`config.mk`:
```
export PLATFORM = sky130hd
export DESIGN_NAME = move_to_front_codec_flat
export DESIGN_NICKNAME = d
export VERILOG_FILES = /design/src/hdl/mtf_pkg.sv /design/src/hdl/mtf_in_if.sv /design/src/hdl/mtf_out_if.sv /design/src/hdl/mtf_cell.sv /design/src/hdl/move_to_front_codec.sv /design/src/flat_wrapper.sv
export SDC_FILE = /design/constraint.sdc
export NUM_CORES = 2
export LEC_CHECK = 0
export BUFFER_PORTS_ARGS = -buffer_cell sky130_fd_sc_hd__buf_2
export CORE_UTILIZATION = 63
export DETAILED_ROUTE_END_ITERATION = 6
export HOLD_SLACK_MARGIN = 0.02
export PLACE_DENSITY = 0.86
export SLEW_MARGIN = 20
export SYNTH_ARGS = -nofsm -noshare
export SYNTH_HDL_FRONTEND = slang
export SYNTH_SLANG_ARGS = --single-unit
```
`constraint.sdc`:
```
create_clock -name clk -period 3.5 [get_ports clk]
set_clock_uncertainty 0.05 [all_clocks]
set_input_delay 0.175 -clock clk [delete_from_list [all_inputs] [get_ports clk]]
set_output_delay 0.175 -clock clk [all_outputs]
set_load 0.03 [all_outputs]
```
`src/hdl/mtf_pkg.sv`:
```
// Package for the move-to-front codec: list size, entry and index widths.
// No dependencies; every other file of the codec imports it.
package mtf_pkg;

  // number of entries in the recency list
  localparam int ALPHABET_SIZE = 256;

  // width of one list entry and of the byte fields
  localparam int ENTRY_W = 8;

  // width of a list position counter
  localparam int IDX_W = $clog2(ALPHABET_SIZE);

  // compare width that holds a byte and the list size itself
  localparam int CMP_W = ($clog2(ALPHABET_SIZE + 1) > ENTRY_W + 1) ?
                         $clog2(ALPHABET_SIZE + 1) : ENTRY_W + 1;

  // position of the tail cell
  localparam logic [IDX_W-1:0] LAST_IDX = IDX_W'(ALPHABET_SIZE - 1);

endpackage

```
`src/hdl/mtf_in_if.sv`:
```
// Input channel of the move-to-front codec: valid/ready plus one input item.
// Depends on mtf_pkg for the field widths.
interface mtf_in_if;
  import mtf_pkg::*;

  logic               valid;
  logic               ready;
  logic [ENTRY_W-1:0] value_in;
  logic               stream_start;

  modport source (output valid, output value_in, output stream_start, input ready);
  modport sink   (input valid, input value_in, input stream_start, output ready);

endinterface

```
`src/hdl/mtf_out_if.sv`:
```
// Output channel of the move-to-front codec: valid/ready plus one result.
// Depends on mtf_pkg for the field width.
interface mtf_out_if;
  import mtf_pkg::*;

  logic               valid;
  logic               ready;
  logic [ENTRY_W-1:0] value_out;

  modport source (output valid, output value_out, input ready);
  modport sink   (input valid, input value_out, output ready);

endinterface

```
`src/hdl/mtf_cell.sv`:
```
// One cell of the recency ring: a list entry that loads from its neighbor.
// Depends on mtf_pkg for the entry width.
module mtf_cell (
  input  logic                       clk,
  input  logic                       rst,
  input  logic [mtf_pkg::ENTRY_W-1:0] init_value,
  input  logic                       shift_en,
  input  logic [mtf_pkg::ENTRY_W-1:0] d,
  output logic [mtf_pkg::ENTRY_W-1:0] q
);
  import mtf_pkg::*;

  // reset puts the cell at its place in identity order
  always_ff @(posedge clk) begin
    if (rst) begin
      q <= init_value;
    end else if (shift_en) begin
      q <= d;
    end
  end

endmodule

```
`src/hdl/move_to_front_codec.sv`:
```
// Top level of the byte move-to-front codec: control, ring of cells, output register.
// Depends on mtf_pkg, mtf_in_if, mtf_out_if and mtf_cell.
//
//  channel  | dir | handshake      | payload
//  ---------+-----+----------------+------------------------------
//  in_ch    | in  | valid / ready  | value_in[7:0], stream_start
//  out_ch   | out | valid / ready  | value_out[7:0]
//  cfg      | in  | cfg_we         | cfg_wdata (decode_mode)
//
// The list sits in a ring of ALPHABET_SIZE cells that rotates one place per
// cycle during a lap, past a single head compare. Encode takes a transfer in,
// one rewrite lap and an emit per byte; decode takes a transfer in, one read
// lap, one rewrite lap and an emit.
// Reset (rst, synchronous) loads identity order and clears decode_mode.
// One item is in work at a time; a finished result waits in the output
// register while the next item is taken, and a stalled output holds the
// ring until the result register frees.
module move_to_front_codec (
  input  logic      clk,
  input  logic      rst,
  input  logic      cfg_we,
  input  logic      cfg_wdata,
  mtf_in_if.sink    in_ch,
  mtf_out_if.source out_ch
);
  import mtf_pkg::*;

  localparam logic [1:0] ST_IDLE = 2'd0;
  localparam logic [1:0] ST_SCAN = 2'd1;
  localparam logic [1:0] ST_MOVE = 2'd2;
  localparam logic [1:0] ST_EMIT = 2'd3;

  logic [1:0]         state;
  logic               decode_mode;
  logic               out_valid;
  logic [ENTRY_W-1:0] value_out;
  logic [ENTRY_W-1:0] key;
  logic [ENTRY_W-1:0] carry;
  logic [ENTRY_W-1:0] result;
  logic               start;
  logic               active;
  logic [IDX_W-1:0]   k;

  logic [ENTRY_W-1:0] cell_q [ALPHABET_SIZE];
  logic [ENTRY_W-1:0] head;
  logic [ENTRY_W-1:0] tail_d;
  logic               shift_en;
  logic               accept;
  logic               in_range;
  logic               pos_hit;
  logic               hit;
  logic               emit_go;

  assign accept   = in_ch.valid && in_ch.ready;
  assign in_range = CMP_W'(in_ch.value_in) < CMP_W'(ALPHABET_SIZE);
  assign shift_en = (state == ST_SCAN) || (state == ST_MOVE);
  assign emit_go  = (state == ST_EMIT) && (!out_valid || out_ch.ready);

  // head entry; a new stream sees identity order
  assign head    = start ? ENTRY_W'(k) : cell_q[0];
  assign pos_hit = CMP_W'(k) == CMP_W'(key);
  assign hit     = decode_mode ? pos_hit : (head == key);

  // entry appended at the tail: carried entry while the move is open
  always_comb begin
    tail_d = head;
    if ((state == ST_MOVE) && active) begin
      tail_d = carry;
    end
  end

  // ring of cells, each loading from its neighbor on the tail side; the tail loads tail_d
  for (genvar i = 0; i < ALPHABET_SIZE; i++) begin : g_cell
    logic [ENTRY_W-1:0] cell_d;
    if (i == ALPHABET_SIZE - 1) begin : g_tail
      assign cell_d = tail_d;
    end else begin : g_body
      assign cell_d = cell_q[i+1];
    end
    mtf_cell u_cell (
      .clk        (clk),
      .rst        (rst),
      .init_value (ENTRY_W'(i)),
      .shift_en   (shift_en),
      .d          (cell_d),
      .q          (cell_q[i])
    );
  end

  // control: state, mode register, output valid
  always_ff @(posedge clk) begin
    if (rst) begin
      state       <= ST_IDLE;
      decode_mode <= 1'b0;
      out_valid   <= 1'b0;
    end else begin
      if (cfg_we) begin
        decode_mode <= cfg_wdata;
      end
      if (emit_go) begin
        out_valid <= 1'b1;
      end else if (out_ch.ready) begin
        out_valid <= 1'b0;
      end
      unique case (state)
        ST_IDLE: begin
          if (accept) begin
            state <= (decode_mode && in_range) ? ST_SCAN : ST_MOVE;
          end
        end
        ST_SCAN: begin
          if (k == LAST_IDX) begin
            state <= ST_MOVE;
          end
        end
        ST_MOVE: begin
          if (k == LAST_IDX) begin
            state <= ST_EMIT;
          end
        end
        ST_EMIT: begin
          if (emit_go) begin
            state <= ST_IDLE;
          end
        end
        default: begin
          state <= ST_IDLE;
        end
      endcase
    end
  end

  // datapath: item registers, lap counter, result
  always_ff @(posedge clk) begin
    if (emit_go) begin
      value_out <= result;
    end
    case (state)
      ST_IDLE: begin
        if (accept) begin
          key    <= in_ch.value_in;
          start  <= in_ch.stream_start;
          carry  <= in_ch.value_in;
          result <= '0;
          active <= in_range;
          k      <= '0;
        end
      end
      ST_SCAN: begin
        // read lap: pick up the entry at the requested position
        if (pos_hit) begin
          carry  <= head;
          result <= head;
        end
        k <= (k == LAST_IDX) ? '0 : k + IDX_W'(1);
      end
      ST_MOVE: begin
        // rewrite lap: entries ahead of the hit move back one place
        if (active) begin
          if (hit) begin
            active <= 1'b0;
            if (!decode_mode) begin
              result <= ENTRY_W'(k);
            end
          end else begin
            carry <= head;
          end
        end
        k <= (k == LAST_IDX) ? '0 : k + IDX_W'(1);
      end
      default: begin
      end
    endcase
  end

  assign in_ch.ready      = (state == ST_IDLE);
  assign out_ch.valid     = out_valid;
  assign out_ch.value_out = value_out;

endmodule

```
`src/flat_wrapper.sv`:
```
// flat-port wrapper written by rule: the top's interface ports become plain ports
module move_to_front_codec_flat import mtf_pkg::*;
  (clk, rst, cfg_we, cfg_wdata, in_ch_valid, in_ch_value_in, in_ch_stream_start, in_ch_ready, out_ch_valid, out_ch_value_out, out_ch_ready);
  mtf_in_if in_ch_i ();
  mtf_out_if out_ch_i ();
  input  logic clk;
  input  logic rst;
  input  logic cfg_we;
  input  logic cfg_wdata;
  input wire logic [$bits(in_ch_i.valid)-1:0] in_ch_valid;
  input wire logic [$bits(in_ch_i.value_in)-1:0] in_ch_value_in;
  input wire logic [$bits(in_ch_i.stream_start)-1:0] in_ch_stream_start;
  output wire logic [$bits(in_ch_i.ready)-1:0] in_ch_ready;
  output wire logic [$bits(out_ch_i.valid)-1:0] out_ch_valid;
  output wire logic [$bits(out_ch_i.value_out)-1:0] out_ch_value_out;
  input wire logic [$bits(out_ch_i.ready)-1:0] out_ch_ready;
  assign in_ch_i.valid = in_ch_valid;
  assign in_ch_i.value_in = in_ch_value_in;
  assign in_ch_i.stream_start = in_ch_stream_start;
  assign in_ch_ready = in_ch_i.ready;
  assign out_ch_valid = out_ch_i.valid;
  assign out_ch_value_out = out_ch_i.value_out;
  assign out_ch_i.ready = out_ch_ready;
  move_to_front_codec u_core (.clk(clk), .rst(rst), .cfg_we(cfg_we), .cfg_wdata(cfg_wdata), .in_ch(in_ch_i), .out_ch(out_ch_i));
endmodule
```
==> Word-level counts from Yosys, hierarchy flattened <==
Cells that the tools add are included.
{ "word_totals": {"in_bits": 15, "wordCells": 327, "output_inout_bits": 10, "register_bits": 2094} }
{ "op_classes": {"n_addsub": 1, "muxes": 27, "n_reduce_logical": 18, "n_eq_ne": 15} }
{ "ops": {"columns": ["cell", "n"], "rows": [
  ["8-bit two-way mux", 11],
  ["8-bit case mux with 3 select lines", 2],
  ["8-bit equality test", 2],
  ["8-bit case mux with 2 select lines", 1],
  ["2-bit two-way mux", 5],
  ["2-bit != test, second input constant", 5],
  ["8-bit by 1-bit adder with 8-bit output, second input constant", 1],
  ["8-bit equality test, second input constant", 1],
  ["2-bit by 1-bit != test with 1-bit output, second input constant", 4],
  ["2-bit case mux with 4 select lines", 1],
  ["1-bit two-way mux", 6],
  ["2-bit AND reduction", 3],
  ["6-bit AND reduction", 1],
  ["2-bit nonzero test", 3],
  ["5-bit AND reduction", 1],
  ["2-bit equality test, second input constant", 2],
  ["4-bit AND reduction", 1],
  ["1-bit logical AND", 3],
  ["3-bit nonzero test", 1],
  ["2-bit by 1-bit equality test with 1-bit output, second input constant", 1],
  ["2-bit logical NOT", 1],
  ["1-bit logical OR", 2],
  ["1-bit case mux with 2 select lines", 1],
  ["2-bit OR reduction", 1],
  ["1-bit logical NOT", 1]
]} }

==> Depth between registers and ports, before layout <==
{ "logic_depth": {"word_depth": 6, "depth_mapped": 9, "ltp_nobuf": 7} }

==> Modules after synthesis <==
A second synthesis with hierarchy kept.
{ "unflattened": {"cells_unflattened": 4817, "hier_area_um2": 99113.8} }
{ "modules_own_cells": {"columns": ["module", "instances", "area_per_inst_um2", "cells_per_inst", "seq_area_each_um2"], "rows": [
  ["mtf_cell", 256, 377.9, 18, 240.2],
  ["move_to_front_codec", 1, 2381.0, 209, 1341.3]
]} }

==> Least setup slack after synthesis <==
OpenSTA, ideal clock, no wires.
{ "synth_timing": {"path_type": "register to register", "startpoint": "reg u_core.state[0]", "endpoint": "reg u_core.result[0], enable pin", "period_less_slack_ns": 2.581, "setup_ns": 0.375, "t_required_ns": 3.075, "path_slack_ns": 0.919, "path_stages_with_launch": 7, "arrival_ns": 2.156, "n_path_buf": 0, "path_cell_list": "dfxtp_1 inv_1 ha_1 nor2b_1 nor2_1 o21ai_0 a21oi_1"} }
{ "synth_between": {"elab_chain_cells": 4, "elab_cells_between_ends": 11, "classes_between": "eq/ne: 7; reduce/logical: 4"} }
{ "synth_lines": {"columns": ["element", "line", "source"], "rows": [
  ["from (decl)", "move_to_front_codec.sv:33", "logic [1:0] state;"],
  ["from (signal assigned)", "move_to_front_codec.sv:108", "state <= (decode_mode && in_range) ? ST_SCAN : ST_MOVE;"],
  ["2-bit logical NOT (*)", "move_to_front_codec.sv:176", "assign in_ch.ready = (state == ST_IDLE);"],
  ["named net in_ch_ready", "flat_wrapper.sv:13", "output wire logic [$bits(in_ch_i.ready)-1:0] in_ch_ready;"],
  ["1-bit logical AND", "move_to_front_codec.sv:54", "assign accept = in_ch.valid && in_ch.ready;"],
  ["2-bit != test (no line)", null, null],
  ["6-bit AND reduction (no line) (*)", null, null],
  ["to (signal assigned)", "move_to_front_codec.sv:163", "result <= ENTRY_W'(k);"],
  ["to (decl)", "move_to_front_codec.sv:39", "logic [ENTRY_W-1:0] result;"]
]} }
Mark *: on every way through the listed nets, which the timed path passes. The rest lies on a longest branch.
A chain may end at the register's enable or synchronous reset.

==> Worst setup path in the final report <==
{ "layout_timing": {"startpoint": "reg u_core.start", "endpoint": "reg u_core.result[3], enable pin"} }
{ "layout_between": {"elab_chain_cells": 5} }
{ "layout_lines": {"columns": ["element", "line", "source"], "rows": [
  ["from (decl)", "move_to_front_codec.sv:40", "logic start;"],
  ["from (signal assigned)", "move_to_front_codec.sv:142", "start <= in_ch.stream_start;"],
  ["8-bit two-way mux", "move_to_front_codec.sv:60", "assign head = start ? ENTRY_W'(k) : cell_q[0];"],
  ["8-bit equality test", "move_to_front_codec.sv:62", "assign hit = decode_mode ? pos_hit : (head == key);"],
  ["1-bit two-way mux", "move_to_front_codec.sv:62", null],
  ["2-bit by 1-bit != test with 1-bit output (no line)", null, null],
  ["6-bit AND reduction (no line)", null, null]
]} }
No other way between the ends.

==> metrics <==
Congestion Overflow GR 0; Yosys reg bits 2,094; Final setup viols 0; post-route setup TNS 0 ps; Rel. slew slack 0.438; cts repair resizes 0; period utilisation layout 0.801; H-tree depth 4; post-synthesis sequential area ratio 0.563; CTS root buffer clkbuf_16; DR WL/cell 13.3 µm; Starting Density 0.636; Simple-Gate Fraction of Synth Area 0.142; Final min period 2800 ps; CP arrival 3140 ps; DR WL met2 between 50 and 60 mm; register-to-register setup slack 700 ps; largest family of logic cells by synthesized area simple AND/OR/NAND/NOR gates; mapped cell area 0.0752 mm²; # diodes 0; WL met1 52.4 mm; clock power share 0.262; die area roughly 0.12 mm²; Crit path required time 3840 ps; register share of total power 0.420; asr flop ratio synth 0; startpoint types register; RePlAce Congestion 0.834; worst setup path category reg2reg; largest net degree at the start of global routing 142; Pwr per Cell Area 991 mW/mm²; adder and majority gate portion of the synthesized area 0.000832; Reg area 0.0423 mm²; DR iter-0 viols about 2,400; clock-pin slew on the worst setup and hold paths 60 ps; first-pass GRT wire length 197 mm; DRC viols 0; nets around 6,800; combinational power share 0.318; core box area 0.118 mm²; vias in the first global route 44,000; Total GRT Usage 0.184; vias 45,700; Slew Limit Fails 0; internal power 57.6 mW; YS warnings 0; Initial DRT Pass Iterations 5; outcome finished, final reports clean; Post-Synth XOR/XNOR Area 0.00221; proportion of synthesized area in mux cells 0.138; DRT Wirelength between 100 and 150 mm; Post-DP HPWL 62.3 mm; worst-skew pair later-pin latency 760 ps; Layout Area Growth over Synthesis 11.4%; Worst-Margin Slew 843 ps; CTS tree yes; DR top layer met4; Syn Area/Cell about 11 µm²; clock buffer depth 3; Port-buffer cells 24; share of cells above drive strength 1 0.0765; net switching power 25.4 mW; post-synth cell types 37; IO Pins 25; MaxCap Viol Count 0; Leakage Power 32.3 nW; Post-synth top flop dfxtp_1; EDFF count, synth between 40 and 50; Mapped Nets 6,949; Fin. Hold Viols 0; Num CTS Buffers 196; Row Count between 100 and 150; Sw Ratio 0.306; maximum VDD drop 1000 µV; compound-gate portion of the synthesized area 0.122; max frequency 357 MHz; DR WL met3 roughly 3.3 mm; initial antenna violation count 0; Sink Count around 2,100; Post-DRT Antenna Nets 0; RSZ-0062 raised after global routing false; Cells after Synth 6,929; Die Y 348 µm; drt via density 5.41; Setup crit end kind register; CP Max Fanout 8; min-delay worst type in2reg; Fillers about 7,900; Die W 348 µm; multi-input logic area slightly above 0.03 mm²; final hold slack about 92 ps
-- cell type report --
class,count,area share
flip-flops and latches,2094,0.505
multi-input cells,4250,0.363
clock buffers,296,0.0719
repair buffers,200,0.0266
well taps,1536,0.0229
clock inverters,66,0.00984
inverters,6,0.000269
-- through the flow --
step / worst slack (ps) / util / cells / cell area [µm²] / power [mW]
finish: 697 / 0.709 / 8448 / 83800 / 83.0
global route: 617 / 0.709 / 8448 / 83800 / 88.4
CTS: 742 / 0.709 / 8448 / 83800 / 83.8
detailed placement: 754 / 0.649 / 8071 / 76800 / 61.5
global placement: 890 / 0.649 / 8071 / 76800 / 60.1
floorplan: 919 / - / 6929 / 75200 / 56.7
-- what timing repair did --
item | CTS | global route
hold buffers | 15 | 0
endpoints found under the hold margin | 102 | 0
buffers inserted | 0 | 0
-- power by group through the flow --
stage,combinational [mW],clock [mW],sequential (mW)
CTS,26.7,22.3,34.8
global placement,25.2,0,34.8
floorplan,22.5,0,34.1
finish,26.4,21.8,34.8
detailed placement,26.3,0,35.2
global route,29.5,23.3,35.7
-- flip-flops by register name, summed over array words and instances (netlist names) --
name / flops
u_core.key: 8
u_core.out_ch.valid: 1
u_core.g_cell.u_cell.q: 2048
u_core.carry: 8
u_core.start: 1
u_core.active: 1
u_core.result: 8
u_core.state: 2
u_core.out_ch.value_out: 8
u_core.k: 8
u_core.decode_mode: 1
-- worst paths after layout --
check	endpoint	start	depth (start not counted)
worst max-delay path	u_core.result[3]	u_core.start	5
worst min-delay path	u_core.key[5]	in_ch_value_in[5]	2
worst max register to register	u_core.result[3]	u_core.start	5
worst min register to register	u_core.out_ch.value_out[2]	u_core.result[2]	0
-- layout by cell type, fill, tap and decap left out, types with 6 or more instances in the layout --
cell	n
clkinvlp_4	7
a211o_1	1016
xnor2_1	18
buf_12	60
buf_2	23
and2_1	10
edfxtp_1	42
dlygate4sd3_1	15
o21ai_0	19
clkbuf_16	205
mux2i_1	1026
clkinv_2	33
buf_4	102
inv_1	6
nand2_1	25
mux2i_2	6
nor2b_1	1021
or2_2	8
bufinv_16	16
a21oi_1	20
nor2_1	1053
clkbuf_1	36
clkbuf_8	55
dfxtp_1	2052
-- worst max-delay path, cell delays in order (launching register included) --
cell and delay, ps:
edfxtp_1 730, mux2i_2 400, o21ai_1 170, nor4_4 310
nand4_1 130, a21oi_1 640
-- layer usage --
layer,vias up,GRT usage
li1,23500,-
met1,21600,0.231
met2,414,0.323
met3,209,0.0312
met4,0,0.0550
met5,-,0
-- logic make-up after synthesis --
family | Yosys count
compound gates | 1061
xor+xnor | 19
fa+ha+maj | 5
buf+inv | 585
flops | 2094
mux | 1033
simple gates | 2132
-- synth_stat cells, types with 18 or more instances --
master,n,share of area
nor2b_1,1021,0.085
a211o_1,1016,0.12
xnor2_1,18,0.0021
dfxtp_1,2052,0.55
mux2i_1,1026,0.14
nand2_1,25,0.0012
buf_1,21,0.0010
buf_2,211,0.014
a21oi_1,20,0.0013
clkbuf_1,343,0.017
o21ai_0,19,0.0013
nor2_1,1053,0.053
edfxtp_1,42,0.017
No activity file was read; power rests on OpenSTA's default activity.
